==> src/rtl/aabd_pkg.sv <==
// ----------------------------------------------------------------------------
// aabd_pkg
// Shared widths, register indexes and types of the activity boundary detector.
// ----------------------------------------------------------------------------
package aabd_pkg;

   localparam int SAMPLE_BITS = 16;
   localparam int MAG_BITS    = SAMPLE_BITS + 1;
   localparam int THRESH_BITS = 18;
   localparam int CHAN_BITS   = 2;
   localparam int OUT_BITS    = 32;

   // configuration port
   localparam int CSR_INDEX_BITS = 2;
   localparam int CSR_DATA_BITS  = 32;
   localparam logic [CSR_INDEX_BITS-1:0] CSR_THRESHOLD     = 2'd0;
   localparam logic [CSR_INDEX_BITS-1:0] CSR_CHANNEL_COUNT = 2'd1;
   localparam logic [CSR_INDEX_BITS-1:0] CSR_BASE_INDEX    = 2'd2;

   localparam logic [THRESH_BITS-1:0] THRESHOLD_RESET     = 18'd200;
   localparam logic [CHAN_BITS-1:0]   CHANNEL_COUNT_RESET = 2'd1;

   // result queue
   localparam int QUEUE_DEPTH    = 4;
   localparam int QUEUE_PTR_BITS = 2;
   localparam int QUEUE_CNT_BITS = 3;

   typedef struct packed {
      logic valid;
      logic last;
      logic full;
      logic active;
   } stage_ctl_type;

   typedef struct packed {
      logic                found;
      logic [OUT_BITS-1:0] end_index;
      logic [OUT_BITS-1:0] start_index;
   } rsp_type;

endpackage

==> src/rtl/aabd_lane.sv <==
// ----------------------------------------------------------------------------
// aabd_lane
// One channel: magnitude, sliding window of magnitudes, running sum and
// threshold compare. The compare result is registered.
// ----------------------------------------------------------------------------
module aabd_lane #(
   parameter int WINDOW_LEN = 5
) (
   input  logic                                   clock,
   input  logic                                   reset,
   input  logic                                   step,
   input  logic                                   clear,
   input  logic [aabd_pkg::SAMPLE_BITS-1:0]       sample,
   input  logic [aabd_pkg::THRESH_BITS-1:0]       threshold,
   output logic                                   active
);

   localparam int SUM_BITS = aabd_pkg::MAG_BITS + $clog2(WINDOW_LEN);
   localparam int CMP_BITS = (SUM_BITS > aabd_pkg::THRESH_BITS) ?
                             SUM_BITS : aabd_pkg::THRESH_BITS;
   localparam logic [aabd_pkg::MAG_BITS-1:0] MAG_FULL =
      {1'b1, {aabd_pkg::SAMPLE_BITS{1'b0}}};

   logic [aabd_pkg::MAG_BITS-1:0] hist_ff [WINDOW_LEN];
   logic [aabd_pkg::MAG_BITS-1:0] hist_in [WINDOW_LEN];
   logic [SUM_BITS-1:0]           sum_ff;
   logic [SUM_BITS-1:0]           sum_in;
   logic [SUM_BITS-1:0]           new_sum;
   logic [aabd_pkg::MAG_BITS-1:0] mag;
   logic                          active_ff;
   logic                          active_in;

   // two's complement magnitude; -32768 gives 32768
   assign mag = sample[aabd_pkg::SAMPLE_BITS-1] ? (MAG_FULL - {1'b0, sample})
                                                : {1'b0, sample};

   // oldest entry is part of the sum, so this never goes negative
   assign new_sum = sum_ff + SUM_BITS'(mag) - SUM_BITS'(hist_ff[WINDOW_LEN-1]);
   assign sum_in  = clear ? '0 : new_sum;
   assign active_in = CMP_BITS'(new_sum) > CMP_BITS'(threshold);

   always_comb begin
      for (int k = 0; k < WINDOW_LEN; k++) begin
         hist_in[k] = '0;
      end
      if (!clear) begin
         hist_in[0] = mag;
         for (int k = 1; k < WINDOW_LEN; k++) begin
            hist_in[k] = hist_ff[k-1];
         end
      end
   end

   always_ff @(posedge clock) begin
      if (reset) begin
         for (int k = 0; k < WINDOW_LEN; k++) begin
            hist_ff[k] <= '0;
         end
         sum_ff <= '0;
      end else if (step) begin
         hist_ff <= hist_in;
         sum_ff  <= sum_in;
      end
   end

   always_ff @(posedge clock) begin
      if (step) begin
         active_ff <= active_in;
      end
   end

   assign active = active_ff;

endmodule

==> src/rtl/aabd_merge.sv <==
// ----------------------------------------------------------------------------
// aabd_merge
// Combines the lane flags of one frame, tracks the earliest start and latest
// end of the search and builds the report on the closing frame.
// ----------------------------------------------------------------------------
module aabd_merge #(
   parameter int INDEX_BITS = 32
) (
   input  logic                              clock,
   input  logic                              reset,
   input  aabd_pkg::stage_ctl_type           ctl,
   input  logic [INDEX_BITS-1:0]             frame_idx,
   input  logic [INDEX_BITS-1:0]             start_cand,
   input  logic [aabd_pkg::OUT_BITS-1:0]     base_index,
   output logic                              push,
   output aabd_pkg::rsp_type                 result
);

   localparam int WIDE_BITS = ((INDEX_BITS > aabd_pkg::OUT_BITS) ?
                               INDEX_BITS : aabd_pkg::OUT_BITS) + 1;

   logic                  start_seen_ff, start_seen_in;
   logic [INDEX_BITS-1:0] start_pos_ff, start_pos_in;
   logic [INDEX_BITS-1:0] end_pos_ff, end_pos_in;
   logic                  hit;
   logic                  seen_fin;
   logic [INDEX_BITS-1:0] start_fin;
   logic [INDEX_BITS-1:0] end_fin;

   function automatic logic [aabd_pkg::OUT_BITS-1:0] offset_sat(
      input logic [aabd_pkg::OUT_BITS-1:0] base,
      input logic [INDEX_BITS-1:0]         pos
   );
      logic [WIDE_BITS-1:0] s;
      s = WIDE_BITS'(base) + WIDE_BITS'(pos);
      if (s[WIDE_BITS-1:aabd_pkg::OUT_BITS] != '0) begin
         return '1;
      end
      return s[aabd_pkg::OUT_BITS-1:0];
   endfunction

   assign hit = ctl.full && ctl.active;

   always_comb begin
      seen_fin  = start_seen_ff || hit;
      start_fin = (hit && !start_seen_ff) ? start_cand : start_pos_ff;
      end_fin   = hit ? frame_idx : end_pos_ff;
      // stream shorter than the window: partial sum decides
      if (ctl.last && !ctl.full && ctl.active) begin
         seen_fin  = 1'b1;
         start_fin = '0;
         end_fin   = frame_idx;
      end
   end

   always_comb begin
      start_seen_in = start_seen_ff;
      start_pos_in  = start_pos_ff;
      end_pos_in    = end_pos_ff;
      if (ctl.valid) begin
         if (ctl.last) begin
            start_seen_in = 1'b0;
            start_pos_in  = '0;
            end_pos_in    = '0;
         end else begin
            start_seen_in = seen_fin;
            start_pos_in  = start_fin;
            end_pos_in    = end_fin;
         end
      end
   end

   always_ff @(posedge clock) begin
      if (reset) begin
         start_seen_ff <= 1'b0;
         start_pos_ff  <= '0;
         end_pos_ff    <= '0;
      end else begin
         start_seen_ff <= start_seen_in;
         start_pos_ff  <= start_pos_in;
         end_pos_ff    <= end_pos_in;
      end
   end

   assign push               = ctl.valid && ctl.last;
   assign result.found       = seen_fin;
   assign result.start_index = seen_fin ? offset_sat(base_index, start_fin) : '0;
   assign result.end_index   = seen_fin ? offset_sat(base_index, end_fin) : '0;

endmodule

==> src/rtl/aabd_queue.sv <==
// ----------------------------------------------------------------------------
// aabd_queue
// Small result queue in front of the response channel.
// ----------------------------------------------------------------------------
module aabd_queue (
   input  logic                                  clock,
   input  logic                                  reset,
   input  logic                                  push,
   input  aabd_pkg::rsp_type                     push_data,
   output logic                                  out_valid,
   input  logic                                  out_ready,
   output aabd_pkg::rsp_type                     out_data,
   output logic [aabd_pkg::QUEUE_CNT_BITS-1:0]   level
);

   aabd_pkg::rsp_type entry_ff [aabd_pkg::QUEUE_DEPTH];

   logic [aabd_pkg::QUEUE_PTR_BITS-1:0] wr_ptr_ff, wr_ptr_in;
   logic [aabd_pkg::QUEUE_PTR_BITS-1:0] rd_ptr_ff, rd_ptr_in;
   logic [aabd_pkg::QUEUE_CNT_BITS-1:0] count_ff, count_in;
   logic                                pop;

   assign pop = (count_ff != '0) && out_ready;

   always_comb begin
      wr_ptr_in = push ? wr_ptr_ff + 1'b1 : wr_ptr_ff;
      rd_ptr_in = pop ? rd_ptr_ff + 1'b1 : rd_ptr_ff;
      unique case ({push, pop})
         2'b10:   count_in = count_ff + 1'b1;
         2'b01:   count_in = count_ff - 1'b1;
         default: count_in = count_ff;
      endcase
   end

   always_ff @(posedge clock) begin
      if (reset) begin
         wr_ptr_ff <= '0;
         rd_ptr_ff <= '0;
         count_ff  <= '0;
      end else begin
         wr_ptr_ff <= wr_ptr_in;
         rd_ptr_ff <= rd_ptr_in;
         count_ff  <= count_in;
      end
   end

   always_ff @(posedge clock) begin
      if (push) begin
         entry_ff[wr_ptr_ff] <= push_data;
      end
   end

   assign out_valid = (count_ff != '0);
   assign out_data  = entry_ff[rd_ptr_ff];
   assign level     = count_ff;

endmodule

==> src/rtl/audio_activity_boundary_detector.sv <==
// ----------------------------------------------------------------------------
// audio_activity_boundary_detector
// Finds the first and last sample of audible data in a one or two channel
// stream of frames that hold 16-bit samples.
// ----------------------------------------------------------------------------
// Usage:
//   req_* carries one frame per request: both channel samples in req_tdata,
//   req_tlast on the frame that closes the search range. Every closing frame
//   yields one response on rsp_*: start and end index in rsp_tdata and the
//   found flag in rsp_tuser (indexes are zero when nothing was found).
//   Throughput is one frame per cycle while req_tready is high; each lane
//   updates its window sum and registers its threshold compare. rsp_tvalid
//   rises at the clock edge after the one that accepts the closing frame.
//   Responses wait in a four-entry queue. req_tready drops only when the
//   queue plus the response in flight would fill it, so frames keep flowing
//   while a response waits on a stalled receiver.
//   csr_* writes threshold, channel count and base index; write them only
//   while no search is in progress. Reset returns the registers to their
//   defaults and empties the windows, search state and queue.
// ----------------------------------------------------------------------------
module audio_activity_boundary_detector #(
   parameter int WINDOW_LEN = 5,
   parameter int INDEX_BITS = 32
) (
   input  logic                                  clock,
   input  logic                                  reset,
   // configuration
   input  logic                                  csr_we,
   input  logic [aabd_pkg::CSR_INDEX_BITS-1:0]   csr_index,
   input  logic [aabd_pkg::CSR_DATA_BITS-1:0]    csr_wdata,
   // request channel
   input  logic                                  req_tvalid,
   output logic                                  req_tready,
   input  logic [31:0]                           req_tdata,   // sample_ch0, sample_ch1
   input  logic                                  req_tlast,   // last_sample
   // response channel
   output logic                                  rsp_tvalid,
   input  logic                                  rsp_tready,
   output logic [63:0]                           rsp_tdata,   // start_index, end_index
   output logic                                  rsp_tuser    // found
);

   localparam logic [INDEX_BITS-1:0] FULL_AT = INDEX_BITS'(WINDOW_LEN - 1);

   logic [aabd_pkg::THRESH_BITS-1:0] threshold_ff;
   logic [aabd_pkg::CHAN_BITS-1:0]   channel_count_ff;
   logic [aabd_pkg::OUT_BITS-1:0]    base_index_ff;

   logic                  accept;
   logic [INDEX_BITS-1:0] frame_ff, frame_in;
   logic                  a_valid_ff;
   logic                  a_last_ff;
   logic                  a_full_ff;
   logic [INDEX_BITS-1:0] a_frame_ff;
   logic [INDEX_BITS-1:0] a_start_ff;
   logic                  act0, act1;

   aabd_pkg::stage_ctl_type ctl;
   aabd_pkg::rsp_type       result;
   aabd_pkg::rsp_type       rsp_data;
   logic                    push;
   logic [aabd_pkg::QUEUE_CNT_BITS-1:0] level;
   logic [aabd_pkg::QUEUE_CNT_BITS:0]   pending;

   // configuration registers
   always_ff @(posedge clock) begin
      if (reset) begin
         threshold_ff     <= aabd_pkg::THRESHOLD_RESET;
         channel_count_ff <= aabd_pkg::CHANNEL_COUNT_RESET;
         base_index_ff    <= '0;
      end else if (csr_we) begin
         unique case (csr_index)
            aabd_pkg::CSR_THRESHOLD:
               threshold_ff <= csr_wdata[aabd_pkg::THRESH_BITS-1:0];
            aabd_pkg::CSR_CHANNEL_COUNT:
               channel_count_ff <= csr_wdata[aabd_pkg::CHAN_BITS-1:0];
            aabd_pkg::CSR_BASE_INDEX:
               base_index_ff <= csr_wdata[aabd_pkg::OUT_BITS-1:0];
            default: ;
         endcase
      end
   end

   assign accept = req_tvalid && req_tready;

   // frame index within the search, saturating
   always_comb begin
      frame_in = frame_ff;
      if (accept) begin
         if (req_tlast) begin
            frame_in = '0;
         end else if (frame_ff != '1) begin
            frame_in = frame_ff + 1'b1;
         end
      end
   end

   always_ff @(posedge clock) begin
      if (reset) begin
         frame_ff   <= '0;
         a_valid_ff <= 1'b0;
      end else begin
         frame_ff   <= frame_in;
         a_valid_ff <= accept;
      end
   end

   always_ff @(posedge clock) begin
      if (accept) begin
         a_last_ff  <= req_tlast;
         a_full_ff  <= (frame_ff >= FULL_AT);
         a_frame_ff <= frame_ff;
         a_start_ff <= frame_ff - FULL_AT;
      end
   end

   aabd_lane #(
      .WINDOW_LEN (WINDOW_LEN)
   ) u_lane0 (
      .clock     (clock),
      .reset     (reset),
      .step      (accept),
      .clear     (req_tlast),
      .sample    (req_tdata[15:0]),
      .threshold (threshold_ff),
      .active    (act0)
   );

   aabd_lane #(
      .WINDOW_LEN (WINDOW_LEN)
   ) u_lane1 (
      .clock     (clock),
      .reset     (reset),
      .step      (accept),
      .clear     (req_tlast),
      .sample    (req_tdata[31:16]),
      .threshold (threshold_ff),
      .active    (act1)
   );

   // channel count of 2 or 3 examines the second lane
   always_comb begin
      ctl.valid  = a_valid_ff;
      ctl.last   = a_last_ff;
      ctl.full   = a_full_ff;
      ctl.active = act0 || (channel_count_ff[1] && act1);
   end

   aabd_merge #(
      .INDEX_BITS (INDEX_BITS)
   ) u_merge (
      .clock      (clock),
      .reset      (reset),
      .ctl        (ctl),
      .frame_idx  (a_frame_ff),
      .start_cand (a_start_ff),
      .base_index (base_index_ff),
      .push       (push),
      .result     (result)
   );

   aabd_queue u_queue (
      .clock     (clock),
      .reset     (reset),
      .push      (push),
      .push_data (result),
      .out_valid (rsp_tvalid),
      .out_ready (rsp_tready),
      .out_data  (rsp_data),
      .level     (level)
   );

   // leave room for a response still in the merge stage
   assign pending    = {1'b0, level} +
                       {{aabd_pkg::QUEUE_CNT_BITS{1'b0}}, (a_valid_ff && a_last_ff)};
   assign req_tready = pending < (aabd_pkg::QUEUE_CNT_BITS + 1)'(aabd_pkg::QUEUE_DEPTH);

   assign rsp_tdata = {rsp_data.end_index, rsp_data.start_index};
   assign rsp_tuser = rsp_data.found;

endmodule

==> config.mk <==
export PLATFORM = sky130hd
export DESIGN_NAME = audio_activity_boundary_detector
export DESIGN_NICKNAME = d
export VERILOG_FILES = /design/src/rtl/aabd_pkg.sv /design/src/rtl/aabd_lane.sv /design/src/rtl/aabd_merge.sv /design/src/rtl/aabd_queue.sv /design/src/rtl/audio_activity_boundary_detector.sv
export SDC_FILE = /design/constraint.sdc
export NUM_CORES = 1
export LEC_CHECK = 0
export ABC_AREA = 1
export BUFFER_PORTS_ARGS = -buffer_cell sky130_fd_sc_hd__buf_2
export CORE_ASPECT_RATIO = 1.4
export CORE_MARGIN = 5
export CORE_UTILIZATION = 54
export DETAILED_ROUTE_END_ITERATION = 8
export GPL_TIMING_DRIVEN = 0
export PLACE_DENSITY = 0.71
export SLEW_MARGIN = 20
export SYNTH_ARGS = -nofsm -noshare
export SYNTH_HDL_FRONTEND = slang
export SYNTH_SLANG_ARGS = --single-unit
==> constraint.sdc <==
create_clock -name clock -period 10.61 [get_ports clock]
set_input_delay 0.5305 -clock clock [delete_from_list [all_inputs] [get_ports clock]]
set_output_delay 0.5305 -clock clock [all_outputs]
set_load 0.05 [all_outputs]
==> flow_metrics.tcl <==
set metrics [dict create \
    io_buffer_count 137 \
    root_buffer "clkbuf_16" \
    hpwl_um 81100 \
    die_y_um 312 \
    status "completed" \
    grtUsageTotal_pct 28.7 \
    dp_slack_ns 5.39 \
    post-synth-top-count-cell "nand2_1" \
    rsz0062_at_grt "false" \
    syn-cell-area_sq_mm 0.0351 \
    first_pass_iters 6 \
    num_vias 29600 \
    die_x_um 226 \
    clock_latency_ns 0.62 \
    fillers 5646 \
    initialDrtViolationCount 2283 \
    dp_cells 5098 \
    synth.area.top_cells "edfxtp_1 (28%), dfxtp_1 (21%), nand2_1 (9.7%)" \
    n_antenna_cell 0 \
    synth_ff_type "dfxtp_1" \
    overflow 0 \
    max_freq_mhz 212 \
    routabilityCongestion 0.992 \
    critical_path_class "primary input to flip-flop" \
    nNetsFinal 4588 \
    htreeDepth 3 \
    multi_input_area_sq_mm 0.0160 \
    dieArea_sq_mm 0.0703 \
    drive_gt1_share_pct 9.29 \
    max-cap-violations 0 \
    finalHoldViolCount 0 \
    synth_area_per_cell_sq_um 8.55 \
    yosys-top-cells-count "nand2_1 (906), a21oi_1 (547), dfxtp_1 (368)" \
    async_flop_share_pct 0 \
    synth-edff-count 326 \
    yosysWarnings 0 \
    rows 110 \
    tightest_slew_ns 1.07 \
    hold_class "primary input to flip-flop" \
    ys_seq_elements 694 \
    crit_fanout 7 \
    period_minus_slack_ns 4.71 \
    syn_inst 4108 \
    drv_slew 0 \
    core_sq_mm 0.0644 \
    cp.arrival_ns 5.04 \
    grt_pass1_vias 28900 \
    drt.antenna.violating_nets 0 \
    cts_resized 0 \
    post_cts.repair.setup_buffers 0 \
    wire_per_inst_um 19.9 \
    drc 0 \
    tns_ns 0 \
    wl_um 104000 \
    setup_viol 0 \
    final_cells 5220 \
    power.total_uw 7480 \
    p_leak_uw 0.0148 \
    start_util_pct 54.5 \
    grt_antenna_before_repair 0 \
    cts_max_path_buffers 3 \
    via_per_inst 5.67 \
    seq_area_frac_synth_pct 48.9 \
    cts_hold_buf 0 \
    finalClockSkew_ns 0.0211 \
    powerDensity_mw_per_mm2 190 \
    synth_area_leader_cell "edfxtp_1" \
    syn2layout_area_growth_pct 12.3 \
    cts_tree "built" \
    synth_top_area_share_pct 27.9 \
    worstSetupStartpointType "primary input" \
    worst_setup_path_end_kind "flip-flop" \
    cts.clk_slew.worst_paths_ns 0.06 \
    grt_max_degree 70 \
    period_share_pct 44.4 \
    slew_headroom_pct 27.9 \
    vdd_drop_max_mv 0.159 \
    cts_buffers 67 \
    cts.sinks 694 \
    num_io_pins 139 \
    fin_ws_ns 5.90 \
    seqCellArea_sq_mm 0.0172 \
    worst_ep_required_time_ns 10.94 \
    synth_cell_types 58 \
    grt_pass1_wl_um 158000 \
]
## routing by layer
| metal | vias to the layer above | track usage (%) | part of all wire (%) |
|---|---|---|---|
| li1 | 14500 | - | - |
| met1 | 13900 | 30.2 | 36 |
| met2 | 938 | 53.2 | 52 |
| met3 | 309 | 3.50 | 4.8 |
| met4 | 0 | 18.7 | 7.7 |
| met5 | - | 0 | 0 |
## state kept, by name, summed over array words and instances (netlist names), 2 cells and up, named ones only
register,cells
u_lane1.sum_ff,20
frame_ff,32
u_merge.end_pos_ff,32
u_lane1.hist_ff,85
a_frame_ff,32
u_queue.level,3
base_index_ff,32
a_start_ff,30
u_queue.wr_ptr_ff,2
u_lane0.sum_ff,20
u_queue.rd_ptr_ff,2
u_queue.entry_ff,260
threshold_ff,18
u_merge.start_pos_ff,32
u_lane0.hist_ff,85
## cell type report
cell class | instances | share of cell area [%]
timing repair buffer | 149 | 2.44
multi-input combinational | 2921 | 40.7
inverter | 302 | 2.89
clock inverter | 23 | 0.663
tap | 840 | 2.66
sequential | 694 | 43.5
buffer | 192 | 2.06
clock buffer | 99 | 5.10
## cell usage in the layout (no fill, tap or decap), drive strengths merged, types with 5 or more instances in the layout
cell type,n
xnor2,48
clkinv,15
nor3b,5
nor3,43
or2,18
a21oi,554
o21bai,5
nand2,912
nand3b,6
a31oi,11
edfxtp,326
a21o,11
nand4,77
dfxtp,368
nor4,17
o21a,17
a211oi,5
nor2,341
ha,152
o22ai,66
clkbuf,233
and2,10
inv,306
xor2,70
fa,37
o21ai,344
nand3,120
buf,207
mux2,32
## path summary, 6_finish.rpt
path,cells past startpoint,from,endpoint,slack [ns]
min,3,csr_wdata[25],base_index_ff[25],0.20
max reg2reg,15,channel_count_ff[1],u_queue.entry_ff[2][33],5.96
max,20,req_tdata[18],u_lane1.active,5.90
min reg2reg,0,frame_ff[14],a_frame_ff[14],0.42
## kinds of logic (layout without fill, tap and decap cells)
family | after synthesis | in the layout | share of synthesized area (%)
other | 1 | 2 | 0.0107
adders and majority gates | 189 | 189 | 7.52
buffers and inverters | 494 | 765 | 5.54
muxes | 32 | 32 | 1.03
AOI/OAI and AO/OA | 1029 | 1029 | 15.5
xor gates and xnor gates | 118 | 118 | 2.94
DFF | 694 | 694 | 48.9
and+or+nand+nor | 1551 | 1551 | 18.6
## metrics by stage
stage	util (%)	area [sq um]	hold WS (ns)
after floorplan	-	35100	0.403
after global placement	57.2	36900	0.409
after detailed placement	57.7	37200	0.414
after CTS	61.2	39400	0.173
after global routing	61.2	39400	0.209
final	61.2	39400	0.200
## power by group
group / total, uW / switching [uW] / internal (uW)
registers: 2990 / 62.6 / 2930
logic: 2000 / 1380 / 617
clock network: 2480 / 1050 / 1430
## critical path: stages
cell and delay [ns]:
buf_2 0.11, inv_1 0.13, nand3_1 0.13, nor2_1 0.12
nand2_1 0.08, nor3_1 0.19, nand2_1 0.11, nor4_1 0.78
fa_1 0.56, ha_1 0.42, nand2_1 0.10, nor4_1 0.40
nand4_1 0.14, nand3_1 0.15, nand2_1 0.07, and2_1 0.20
ha_1 0.31, a21o_1 0.16, o22ai_1 0.18, nand3_1 0.15
(Power assumes the default switching activity.)
